<file path="src/sv/jrsu_pkg.sv">
// Shared types, character codes and helper functions of the JSON record string unescaper.
`timescale 1ns / 1ps
`default_nettype none
package jrsu_pkg;

   localparam int MAX_RESULTS = 3;
   localparam int QUEUE_DEPTH = 4;
   localparam int QUEUE_PTR_W = 2;
   localparam int QUEUE_CNT_W = 3;

   localparam int ROLE_LEN    = 4;
   localparam int CONTENT_LEN = 7;

   // Key classification.
   localparam logic [1:0] MATCH_NONE    = 2'd0;
   localparam logic [1:0] MATCH_ROLE    = 2'd1;
   localparam logic [1:0] MATCH_CONTENT = 2'd2;

   // Character codes the parser reacts to.
   localparam logic [7:0] CH_NUL       = 8'h00;
   localparam logic [7:0] CH_TAB       = 8'h09;
   localparam logic [7:0] CH_SPACE     = 8'h20;
   localparam logic [7:0] CH_QUOTE     = 8'h22;
   localparam logic [7:0] CH_COMMA     = 8'h2C;
   localparam logic [7:0] CH_COLON     = 8'h3A;
   localparam logic [7:0] CH_BACKSLASH = 8'h5C;
   localparam logic [7:0] CH_LBRACE    = 8'h7B;
   localparam logic [7:0] CH_B         = 8'h62;
   localparam logic [7:0] CH_F         = 8'h66;
   localparam logic [7:0] CH_N         = 8'h6E;
   localparam logic [7:0] CH_R         = 8'h72;
   localparam logic [7:0] CH_T         = 8'h74;
   localparam logic [7:0] CH_U         = 8'h75;

   // Control bytes produced by the short escapes.
   localparam logic [7:0] CTL_BS = 8'h08;
   localparam logic [7:0] CTL_HT = 8'h09;
   localparam logic [7:0] CTL_LF = 8'h0A;
   localparam logic [7:0] CTL_FF = 8'h0C;
   localparam logic [7:0] CTL_CR = 8'h0D;

   // UTF-8 lead and continuation marks.
   localparam logic [7:0]  UTF8_LEAD2 = 8'hC0;
   localparam logic [7:0]  UTF8_LEAD3 = 8'hE0;
   localparam logic [7:0]  UTF8_CONT  = 8'h80;
   localparam logic [5:0]  UTF8_MASK  = 6'h3F;
   localparam logic [15:0] UTF8_TWO   = 16'h0080;
   localparam logic [15:0] UTF8_THREE = 16'h0800;

   typedef struct packed {
      logic [7:0] out_byte;
      logic       out_field;
      logic       byte_valid;
      logic       line_done;
      logic       line_ok;
      logic       run_last;
   } rsp_item_type;

   // Results caused by one accepted input beat.
   typedef struct packed {
      logic [1:0]                         count;
      rsp_item_type [MAX_RESULTS-1:0]     item;
   } push_type;

   function automatic logic [7:0] role_char(input logic [1:0] idx);
      logic [7:0] ch;
      case (idx)
         2'd0:    ch = 8'h72;
         2'd1:    ch = 8'h6F;
         2'd2:    ch = 8'h6C;
         default: ch = 8'h65;
      endcase
      return ch;
   endfunction

   function automatic logic [7:0] content_char(input logic [2:0] idx);
      logic [7:0] ch;
      case (idx)
         3'd0:    ch = 8'h63;
         3'd1:    ch = 8'h6F;
         3'd2:    ch = 8'h6E;
         3'd3:    ch = 8'h74;
         3'd4:    ch = 8'h65;
         3'd5:    ch = 8'h6E;
         3'd6:    ch = 8'h74;
         default: ch = 8'h00;
      endcase
      return ch;
   endfunction

   // Bit 4 flags a hex digit; bits 3:0 carry its value.
   function automatic logic [4:0] hex_digit(input logic [7:0] c);
      logic [4:0] d;
      if (c >= 8'h30 && c <= 8'h39) begin
         d = {1'b1, 4'(c - 8'h30)};
      end else if (c >= 8'h61 && c <= 8'h66) begin
         d = {1'b1, 4'(c - 8'h57)};
      end else if (c >= 8'h41 && c <= 8'h46) begin
         d = {1'b1, 4'(c - 8'h37)};
      end else begin
         d = 5'd0;
      end
      return d;
   endfunction

endpackage
`default_nettype wire

</file>
<file path="src/sv/jrsu_parser.sv">
// Line parser: state registers and the per-byte decode that yields up to three results.
`timescale 1ns / 1ps
`default_nettype none
module jrsu_parser
   import jrsu_pkg::*;
#(
   parameter int KEY_LIMIT = 16
) (
   input  wire logic       clock,
   input  wire logic       reset,
   input  wire logic       accept,
   input  wire logic [7:0] in_byte,
   input  wire logic       end_of_line,
   output push_type        push
);

   localparam int KEY_LEN_W = $clog2(KEY_LIMIT);

   typedef enum logic [7:0] {
      PH_LEAD    = 8'b0000_0001,
      PH_PREKEY  = 8'b0000_0010,
      PH_KEY     = 8'b0000_0100,
      PH_POSTKEY = 8'b0000_1000,
      PH_VALUE   = 8'b0001_0000,
      PH_ESC     = 8'b0010_0000,
      PH_HEX     = 8'b0100_0000,
      PH_DONE    = 8'b1000_0000
   } phase_type;

   phase_type            phase_ff, phase_in;
   logic                 pair_ff, pair_in;
   logic [KEY_LEN_W-1:0] key_len_ff, key_len_in;
   logic                 role_ok_ff, role_ok_in;
   logic                 content_ok_ff, content_ok_in;
   logic [1:0]           match_ff, match_in;
   logic [1:0]           hex_cnt_ff, hex_cnt_in;
   logic [15:0]          hex_val_ff, hex_val_in;
   logic                 hex_stop_ff, hex_stop_in;
   logic                 role_seen_ff, role_seen_in;
   logic                 content_seen_ff, content_seen_in;
   logic                 failed_ff, failed_in;

   logic [7:0]  b0, b1, b2;
   logic [1:0]  n_bytes;
   logic [4:0]  digit;
   logic [15:0] code;
   logic        emit_en;
   logic        terminator;

   assign digit      = hex_digit(in_byte);
   assign emit_en    = (match_ff != MATCH_NONE);
   assign terminator = end_of_line || (in_byte == CH_NUL);
   assign code       = (!hex_stop_ff && digit[4]) ? {hex_val_ff[11:0], digit[3:0]} : hex_val_ff;

   always_comb begin
      phase_in        = phase_ff;
      pair_in         = pair_ff;
      key_len_in      = key_len_ff;
      role_ok_in      = role_ok_ff;
      content_ok_in   = content_ok_ff;
      match_in        = match_ff;
      hex_cnt_in      = hex_cnt_ff;
      hex_val_in      = hex_val_ff;
      hex_stop_in     = hex_stop_ff;
      role_seen_in    = role_seen_ff;
      content_seen_in = content_seen_ff;
      failed_in       = failed_ff;
      b0              = in_byte;
      b1              = 8'h00;
      b2              = 8'h00;
      n_bytes         = 2'd0;
      push            = '0;

      if (terminator) begin
         push.count            = 2'd1;
         push.item[0].line_done = 1'b1;
         push.item[0].line_ok   = !failed_ff && (phase_ff == PH_DONE) &&
                                  role_seen_ff && content_seen_ff;
         push.item[0].run_last  = 1'b1;
         phase_in        = PH_LEAD;
         pair_in         = 1'b0;
         key_len_in      = '0;
         match_in        = MATCH_NONE;
         hex_cnt_in      = 2'd0;
         hex_val_in      = 16'h0000;
         hex_stop_in     = 1'b0;
         role_seen_in    = 1'b0;
         content_seen_in = 1'b0;
         failed_in       = 1'b0;
      end else if (!failed_ff) begin
         unique case (phase_ff)
            PH_LEAD: begin
               if (in_byte == CH_LBRACE) begin
                  phase_in = PH_PREKEY;
               end else if (in_byte != CH_SPACE && in_byte != CH_TAB) begin
                  failed_in = 1'b1;
               end
            end
            PH_PREKEY: begin
               if (in_byte == CH_QUOTE) begin
                  phase_in      = PH_KEY;
                  key_len_in    = '0;
                  role_ok_in    = 1'b1;
                  content_ok_in = 1'b1;
               end else if (in_byte != CH_SPACE && in_byte != CH_COMMA) begin
                  failed_in = 1'b1;
               end
            end
            PH_KEY: begin
               if (in_byte == CH_QUOTE) begin
                  if (role_ok_ff && key_len_ff == KEY_LEN_W'(ROLE_LEN)) begin
                     match_in = MATCH_ROLE;
                  end else if (content_ok_ff && key_len_ff == KEY_LEN_W'(CONTENT_LEN)) begin
                     match_in = MATCH_CONTENT;
                  end else begin
                     match_in = MATCH_NONE;
                  end
                  phase_in = PH_POSTKEY;
               end else if (key_len_ff == KEY_LEN_W'(KEY_LIMIT - 1)) begin
                  failed_in = 1'b1;
               end else begin
                  // Track the two known keys as the bytes arrive; a longer key
                  // is ruled out by its length at the closing quote.
                  if (key_len_ff < KEY_LEN_W'(ROLE_LEN) &&
                      in_byte != role_char(key_len_ff[1:0])) begin
                     role_ok_in = 1'b0;
                  end
                  if (key_len_ff < KEY_LEN_W'(CONTENT_LEN) &&
                      in_byte != content_char(key_len_ff[2:0])) begin
                     content_ok_in = 1'b0;
                  end
                  key_len_in = key_len_ff + KEY_LEN_W'(1);
               end
            end
            PH_POSTKEY: begin
               if (in_byte == CH_QUOTE) begin
                  phase_in = PH_VALUE;
               end else if (in_byte != CH_SPACE && in_byte != CH_COLON) begin
                  failed_in = 1'b1;
               end
            end
            PH_VALUE: begin
               if (in_byte == CH_QUOTE) begin
                  if (match_ff == MATCH_ROLE) begin
                     role_seen_in = 1'b1;
                  end
                  if (match_ff == MATCH_CONTENT) begin
                     content_seen_in = 1'b1;
                  end
                  pair_in  = 1'b1;
                  phase_in = pair_ff ? PH_DONE : PH_PREKEY;
               end else if (in_byte == CH_BACKSLASH) begin
                  phase_in = PH_ESC;
               end else begin
                  n_bytes = 2'd1;
               end
            end
            PH_ESC: begin
               phase_in = PH_VALUE;
               n_bytes  = 2'd1;
               case (in_byte)
                  CH_N: b0 = CTL_LF;
                  CH_R: b0 = CTL_CR;
                  CH_T: b0 = CTL_HT;
                  CH_B: b0 = CTL_BS;
                  CH_F: b0 = CTL_FF;
                  CH_U: begin
                     phase_in    = PH_HEX;
                     n_bytes     = 2'd0;
                     hex_cnt_in  = 2'd0;
                     hex_val_in  = 16'h0000;
                     hex_stop_in = 1'b0;
                  end
                  default: b0 = in_byte;
               endcase
            end
            PH_HEX: begin
               hex_val_in  = code;
               hex_stop_in = hex_stop_ff || !digit[4];
               hex_cnt_in  = hex_cnt_ff + 2'd1;
               if (hex_cnt_ff == 2'd3) begin
                  if (code < UTF8_TWO) begin
                     n_bytes = 2'd1;
                     b0      = code[7:0];
                  end else if (code < UTF8_THREE) begin
                     n_bytes = 2'd2;
                     b0      = UTF8_LEAD2 | {3'b000, code[10:6]};
                     b1      = UTF8_CONT | {2'b00, code[5:0] & UTF8_MASK};
                  end else begin
                     n_bytes = 2'd3;
                     b0      = UTF8_LEAD3 | {4'h0, code[15:12]};
                     b1      = UTF8_CONT | {2'b00, code[11:6] & UTF8_MASK};
                     b2      = UTF8_CONT | {2'b00, code[5:0] & UTF8_MASK};
                  end
                  hex_cnt_in  = 2'd0;
                  hex_val_in  = 16'h0000;
                  hex_stop_in = 1'b0;
                  phase_in    = PH_VALUE;
               end
            end
            PH_DONE: begin
               // Trailing bytes are ignored until the terminator.
            end
            default: begin
               failed_in = 1'b1;
            end
         endcase

         if (emit_en) begin
            push.count = n_bytes;
            for (int i = 0; i < MAX_RESULTS; i++) begin
               push.item[i].out_field  = (match_ff == MATCH_CONTENT);
               push.item[i].byte_valid = 1'b1;
               push.item[i].run_last   = (2'(i + 1) == n_bytes);
            end
            push.item[0].out_byte = b0;
            push.item[1].out_byte = b1;
            push.item[2].out_byte = b2;
         end
      end
   end

   always_ff @(posedge clock) begin
      if (reset) begin
         phase_ff        <= PH_LEAD;
         pair_ff         <= 1'b0;
         key_len_ff      <= '0;
         role_ok_ff      <= 1'b0;
         content_ok_ff   <= 1'b0;
         match_ff        <= MATCH_NONE;
         hex_cnt_ff      <= 2'd0;
         hex_val_ff      <= 16'h0000;
         hex_stop_ff     <= 1'b0;
         role_seen_ff    <= 1'b0;
         content_seen_ff <= 1'b0;
         failed_ff       <= 1'b0;
      end else if (accept) begin
         phase_ff        <= phase_in;
         pair_ff         <= pair_in;
         key_len_ff      <= key_len_in;
         role_ok_ff      <= role_ok_in;
         content_ok_ff   <= content_ok_in;
         match_ff        <= match_in;
         hex_cnt_ff      <= hex_cnt_in;
         hex_val_ff      <= hex_val_in;
         hex_stop_ff     <= hex_stop_in;
         role_seen_ff    <= role_seen_in;
         content_seen_ff <= content_seen_in;
         failed_ff       <= failed_in;
      end
   end

endmodule
`default_nettype wire

</file>
<file path="src/sv/jrsu_rsp_queue.sv">
// Four-entry result queue: takes up to three results per beat, drains one per cycle while rsp_ready is high.
`timescale 1ns / 1ps
`default_nettype none
module jrsu_rsp_queue
   import jrsu_pkg::*;
(
   input  wire logic     clock,
   input  wire logic     reset,
   input  wire logic     push_en,
   input  wire push_type push,
   output logic          room,
   output logic          rsp_valid,
   input  wire logic     rsp_ready,
   output rsp_item_type  head
);

   rsp_item_type           slot_ff [QUEUE_DEPTH];
   logic [QUEUE_PTR_W-1:0] wr_ptr_ff, wr_ptr_in;
   logic [QUEUE_PTR_W-1:0] rd_ptr_ff, rd_ptr_in;
   logic [QUEUE_CNT_W-1:0] count_ff, count_in;
   logic [1:0]             n_push;
   logic                   pop;

   assign n_push    = push_en ? push.count : 2'd0;
   assign pop       = rsp_valid && rsp_ready;
   assign rsp_valid = (count_ff != '0);
   assign head      = slot_ff[rd_ptr_ff];
   // A full burst must fit whatever the consumer does this cycle.
   assign room      = (count_ff <= QUEUE_CNT_W'(QUEUE_DEPTH - MAX_RESULTS));

   assign wr_ptr_in = wr_ptr_ff + QUEUE_PTR_W'(n_push);
   assign rd_ptr_in = rd_ptr_ff + QUEUE_PTR_W'(pop);
   assign count_in  = count_ff + QUEUE_CNT_W'(n_push) - QUEUE_CNT_W'(pop);

   always_ff @(posedge clock) begin
      for (int i = 0; i < MAX_RESULTS; i++) begin
         if (2'(i) < n_push) begin
            slot_ff[wr_ptr_ff + QUEUE_PTR_W'(i)] <= push.item[i];
         end
      end
   end

   always_ff @(posedge clock) begin
      if (reset) begin
         wr_ptr_ff <= '0;
         rd_ptr_ff <= '0;
         count_ff  <= '0;
      end else begin
         wr_ptr_ff <= wr_ptr_in;
         rd_ptr_ff <= rd_ptr_in;
         count_ff  <= count_in;
      end
   end

endmodule
`default_nettype wire

</file>
<file path="src/sv/json_record_string_unescaper_unit.sv">
// Top level of the JSON record string unescaper: request port, parser and result queue.
`timescale 1ns / 1ps
`default_nettype none
// This block parses one line of the form {"key":"value","key":"value"}, one byte per
// request beat, and returns the unescaped value bytes of the keys role and content as
// response beats, followed by one verdict beat per line. A request beat whose
// end_of_line bit is set, or whose byte is zero, ends the line and yields the verdict;
// every other byte yields zero to three value beats, three only for a \uXXXX escape at
// or above U+0800. Each request beat is decoded in the cycle it is accepted and its
// results land in a four-entry response queue, so the block takes one byte per clock
// as long as the consumer drains one beat per clock and no byte yields more than one
// beat. The request side is ready while the queue holds at most one beat, which leaves
// room for a full three-beat burst; with the consumer draining every cycle, a two-beat
// or three-beat burst pauses the request side while the queue drains. The results of
// an accepted byte are registered in the queue, so no response beat appears in the
// same cycle as the byte that causes it. On a verdict of zero the consumer throws away
// the value bytes it received for that line. The parameter KEY_LIMIT sets the key length at which a key fails the line.
module json_record_string_unescaper_unit
   import jrsu_pkg::*;
#(
   parameter int KEY_LIMIT = 16
) (
   input  wire logic       clock,
   input  wire logic       reset,
   input  wire logic       req_valid,
   output logic            req_ready,
   input  wire logic [7:0] req_in_byte,
   input  wire logic       req_end_of_line,
   output logic            rsp_valid,
   input  wire logic       rsp_ready,
   output logic [7:0]      rsp_out_byte,
   output logic            rsp_out_field,
   output logic            rsp_byte_valid,
   output logic            rsp_line_done,
   output logic            rsp_line_ok,
   output logic            rsp_run_last
);

   logic         req_accept;
   logic         room;
   push_type     push;
   rsp_item_type head;

   assign req_ready  = room;
   assign req_accept = req_valid && req_ready;

   // Parser state advances only on an accepted beat; its results go straight to the queue.
   jrsu_parser #(
      .KEY_LIMIT(KEY_LIMIT)
   ) u_parser (
      .clock       (clock),
      .reset       (reset),
      .accept      (req_accept),
      .in_byte     (req_in_byte),
      .end_of_line (req_end_of_line),
      .push        (push)
   );

   jrsu_rsp_queue u_queue (
      .clock     (clock),
      .reset     (reset),
      .push_en   (req_accept),
      .push      (push),
      .room      (room),
      .rsp_valid (rsp_valid),
      .rsp_ready (rsp_ready),
      .head      (head)
   );

   assign rsp_out_byte   = head.out_byte;
   assign rsp_out_field  = head.out_field;
   assign rsp_byte_valid = head.byte_valid;
   assign rsp_line_done  = head.line_done;
   assign rsp_line_ok    = head.line_ok;
   assign rsp_run_last   = head.run_last;

endmodule
`default_nettype wire

</file>
<file path="config.mk">
export PLATFORM = sky130hd
export DESIGN_NAME = json_record_string_unescaper_unit
export DESIGN_NICKNAME = d
export VERILOG_FILES = /design/src/sv/jrsu_pkg.sv /design/src/sv/jrsu_parser.sv /design/src/sv/jrsu_rsp_queue.sv /design/src/sv/json_record_string_unescaper_unit.sv
export SDC_FILE = /design/constraint.sdc
export NUM_CORES = 1
export LEC_CHECK = 0
export BUFFER_PORTS_ARGS = -buffer_cell sky130_fd_sc_hd__buf_2
export CAP_MARGIN = 20
export CORE_UTILIZATION = 65
export CTS_CLUSTER_DIAMETER = 150
export CTS_CLUSTER_SIZE = 8
export DETAILED_ROUTE_END_ITERATION = 7
export PLACE_DENSITY = 0.83
export SYNTH_ARGS = -nofsm -noshare
export SYNTH_HDL_FRONTEND = slang
export SYNTH_SLANG_ARGS = --single-unit
</file>
<file path="constraint.sdc">
create_clock -name clock -period 8.4 [get_ports clock]
set_clock_uncertainty 0.2 [all_clocks]
set_input_delay 0.42 -clock clock [delete_from_list [all_inputs] [get_ports clock]]
set_output_delay 0.42 -clock clock [all_outputs]
set_load 0.005 [all_outputs]
</file>
==> reports/qor.yml <==
grt_pass1_wl_um: 27500
intPower_w: 0.000775
endpoint: "u_queue.count_ff[2]"
post_cts_resized: 0
cp.required_ns: 8.43
async_flop_share_pct: 0
yosysUniqueCellTypes: 85
period_share_pct: 48.8
muxShareOfSynthArea_pct: 8.30
tightest_slew_ns: 0.983
grt_max_degree: 44
synth_top_family_by_area: "simple AND/OR/NAND/NOR gates"
path_max_fanout: 8
syn2layout_area_growth_pct: 5.80
synth-simple-area-share_pct: 25.8
die-area_um2: 10300
fmax_mhz: 244
layout-drive-gt1-share_pct: 13.0
postCtsSetupRepairBufs: 0
synth_xor_area_share_pct: 1.36
r2r-end: "u_queue.count_ff[2]"
diodes: 0
die_w_um: 102
hpwl_um: 12800
yosysSeqAreaShare_pct: 36.6
final_cell_mix: "77 x nand2_1, 65 x nor2_1, 58 x dfxtp_1"
cts.sinks: 98
p_clk_share_pct: 26.4
ys_ff_latch: 98
rows: 35
max_cap_violations: 0
htree_levels: 3
yosys_warnings: 0
coreArea_um2: 9420
netlist_instances: 705
antenna_found_initial: 0
swShare_pct: 32.9
finalSetupViolCount: 0
cts.clk_slew.worst_paths_ns: 0.10
layout_commonest_cell: "nand2_1"
wl_per_cell_um: 20.4
synth_nets: 733
track_usage_pct: 34.6
io_buffers: 27
first_iter_violations: 528
viasPerCell: 7.03
io_pins: 28
netSwitchingPower_w: 0.000381
place_congestion: 0.959
hold_viol: 0
startpoint: "u_parser.phase_ff[6]"
cp.arrival_ns: 4.14
route.detailed.drc: 0
cts_hold_buf: 0
synth_edf_count: 40
vias: 5943
numCtsBuffers: 9
path_class: "register to register"
rsz0062_at_grt: "false"
num-fill-cells: 709
peakVddDrop_mv: 0.102
hp-class: "register to register"
antenna_left: 0
r2r_start: "u_parser.phase_ff[6]"
fin_crit_ns: 4.10
cts_tree: "yes"
tns_ns: 0
nets: 739
status: "complete, no violations"
avgSynthCellArea_um2: 9.15
cts_max_path_buffers: 2
leakage_nw: 2.35
die_h_um: 102
drtPass1Iterations: 7
insertion_delay_ns: 0.38
wl_um: 17200
start_util_pct: 68.5
slew_viol_final: 0
overflow: 0
syn_area_um2: 6450
synth_compound_area_share_pct: 21.3
cts-root-buf: "clkbuf_8"
r2r_cells: 11
endpoint_kind: "register"
p_per_area_nw_per_um2: 169
start_kind: "register"
slew_headroom_pct: 33.9
r2r_slack_ns: 4.30
combinationalPowerShare_pct: 24.3
hold_slack_ns: 0.257
synthFlopType: "dfxtp_1"
grt_pass1_vias: 5486
seqPwrFrac_pct: 49.3
synth-adder-area-share_pct: 3.03
-- cell usage after synthesis (4+ instances only) --
library cell	instances	area share [%]
mux4_2	13	4.5
nor4_1	14	1.4
a21o_1	7	0.81
and3_1	6	0.58
dfxtp_1	58	18
edfxtp_1	40	19
a221o_1	4	0.62
nand3b_1	6	0.70
a211oi_1	4	0.47
nand4_1	5	0.48
nand2_1	77	4.5
o31ai_1	5	0.58
ha_1	14	2.7
a22oi_1	15	1.7
inv_1	18	1.0
a21oi_1	46	3.6
clkbuf_1	27	1.6
nor3_1	23	1.8
or3_1	11	1.1
nand2b_1	7	0.68
xnor2_1	6	0.81
a31oi_1	13	1.3
xor2_1	4	0.54
nor2_1	65	3.8
nand3_2	4	0.62
and2_1	8	0.78
nand3_1	20	1.6
mux2i_1	22	3.4
nor2b_1	18	1.7
o211ai_1	6	0.70
o21ai_0	14	1.1
o21ai_1	4	0.31
buf_2	6	0.47
a31o_2	4	0.54
o221ai_1	25	3.4
-- final cells by class --
type                            instances  area [um2]  area share [%]
Timing Repair Buffer                   33         180            2.64
Inverter                               19        71.3            1.04
Tap cell                              129         161            2.36
Sequential cell                        98        2360            34.6
Multi-Input combinational cell        550        3860            56.5
Clock buffer                            9         124            1.81
Clock inverter                          7        70.1            1.03
-- critical path: stages (launching register included) --
cell and delay, ns:
dfxtp_1 0.44, nor4b_1 0.56, and3_1 0.31, nand3_1 0.35
nor4_4 0.76, inv_2 0.17, ha_1 0.32, inv_1 0.06
fa_1 0.43, xor2_1 0.16, xnor2_1 0.13, nor2_1 0.06
-- layer usage --
layer | global-route usage, % | part of all wire, % | vias up
met5 | 0 | 0 | -
met4 | 14.6 | 3.6 | 0
met3 | 6.83 | 8.0 | 60
met2 | 57.5 | 48 | 342
met1 | 43.8 | 41 | 2810
li1 | - | - | 2731
-- sequential cells by signal (all words and copies together), names as in the netlist, 2 cells and up --
register / count
u_queue.wr_ptr_ff: 2
u_queue.count_ff: 3
u_parser.hex_cnt_ff: 2
u_queue.rd_ptr_ff: 2
u_parser.phase_ff: 8
u_parser.hex_val_ff: 16
u_queue.slot_ff: 52
u_parser.key_len_ff: 4
u_parser.match_ff: 2
-- through the flow --
| step | total power (W) | utilization [%] | setup slack (ns) | cells | area [um2] |
|---|---|---|---|---|---|
| 2_1_floorplan | 0.000767 | - | 4.24 | 705 | 6450 |
| 3_3_place_gp | 0.000845 | 70.4 | 4.18 | 828 | 6620 |
| 3_5_place_dp | 0.000856 | 70.4 | 4.05 | 828 | 6620 |
| 4_1_cts | 0.00115 | 72.4 | 4.34 | 844 | 6820 |
| 5_1_grt | 0.00121 | 72.5 | 3.99 | 845 | 6830 |
| 6_report | 0.00116 | 72.5 | 4.30 | 845 | 6830 |
-- cell families after synthesis --
family                   Yosys count
flip-flops                        98
AO/OA/AOI/OAI                    186
adder cells (fa/ha/maj)           15
multiplexers                      37
buffers and inverters             57
AND/OR/NAND/NOR                  302
XOR/XNOR                          10
-- worst min path at each step --
stage                                   to  cells after the start  slack (ns)                   start
detailed placement   u_queue.slot_ff[3][2]                      2        0.24   u_queue.slot_ff[3][2]
global route        u_parser.hex_cnt_ff[1]                      2        0.29  u_parser.hex_cnt_ff[1]
global placement    u_parser.hex_cnt_ff[1]                      2        0.24  u_parser.hex_cnt_ff[1]
CTS                  u_queue.slot_ff[3][2]                      2        0.26   u_queue.slot_ff[3][2]
floorplan            u_queue.slot_ff[3][2]                      2        0.22   u_queue.slot_ff[3][2]
finish               u_queue.slot_ff[3][2]                      2        0.26   u_queue.slot_ff[3][2]
-- power groups by stage --
stage / clock network, W / logic, W / registers, W
floorplan: 0 / 0.000213 / 0.000554
CTS: 0.000306 / 0.000277 / 0.000570
finish: 0.000305 / 0.000280 / 0.000570
detailed placement: 0 / 0.000275 / 0.000581
global route: 0.000322 / 0.000308 / 0.000576
global placement: 0 / 0.000267 / 0.000578
No activity file was read; power rests on OpenSTA's default activity.
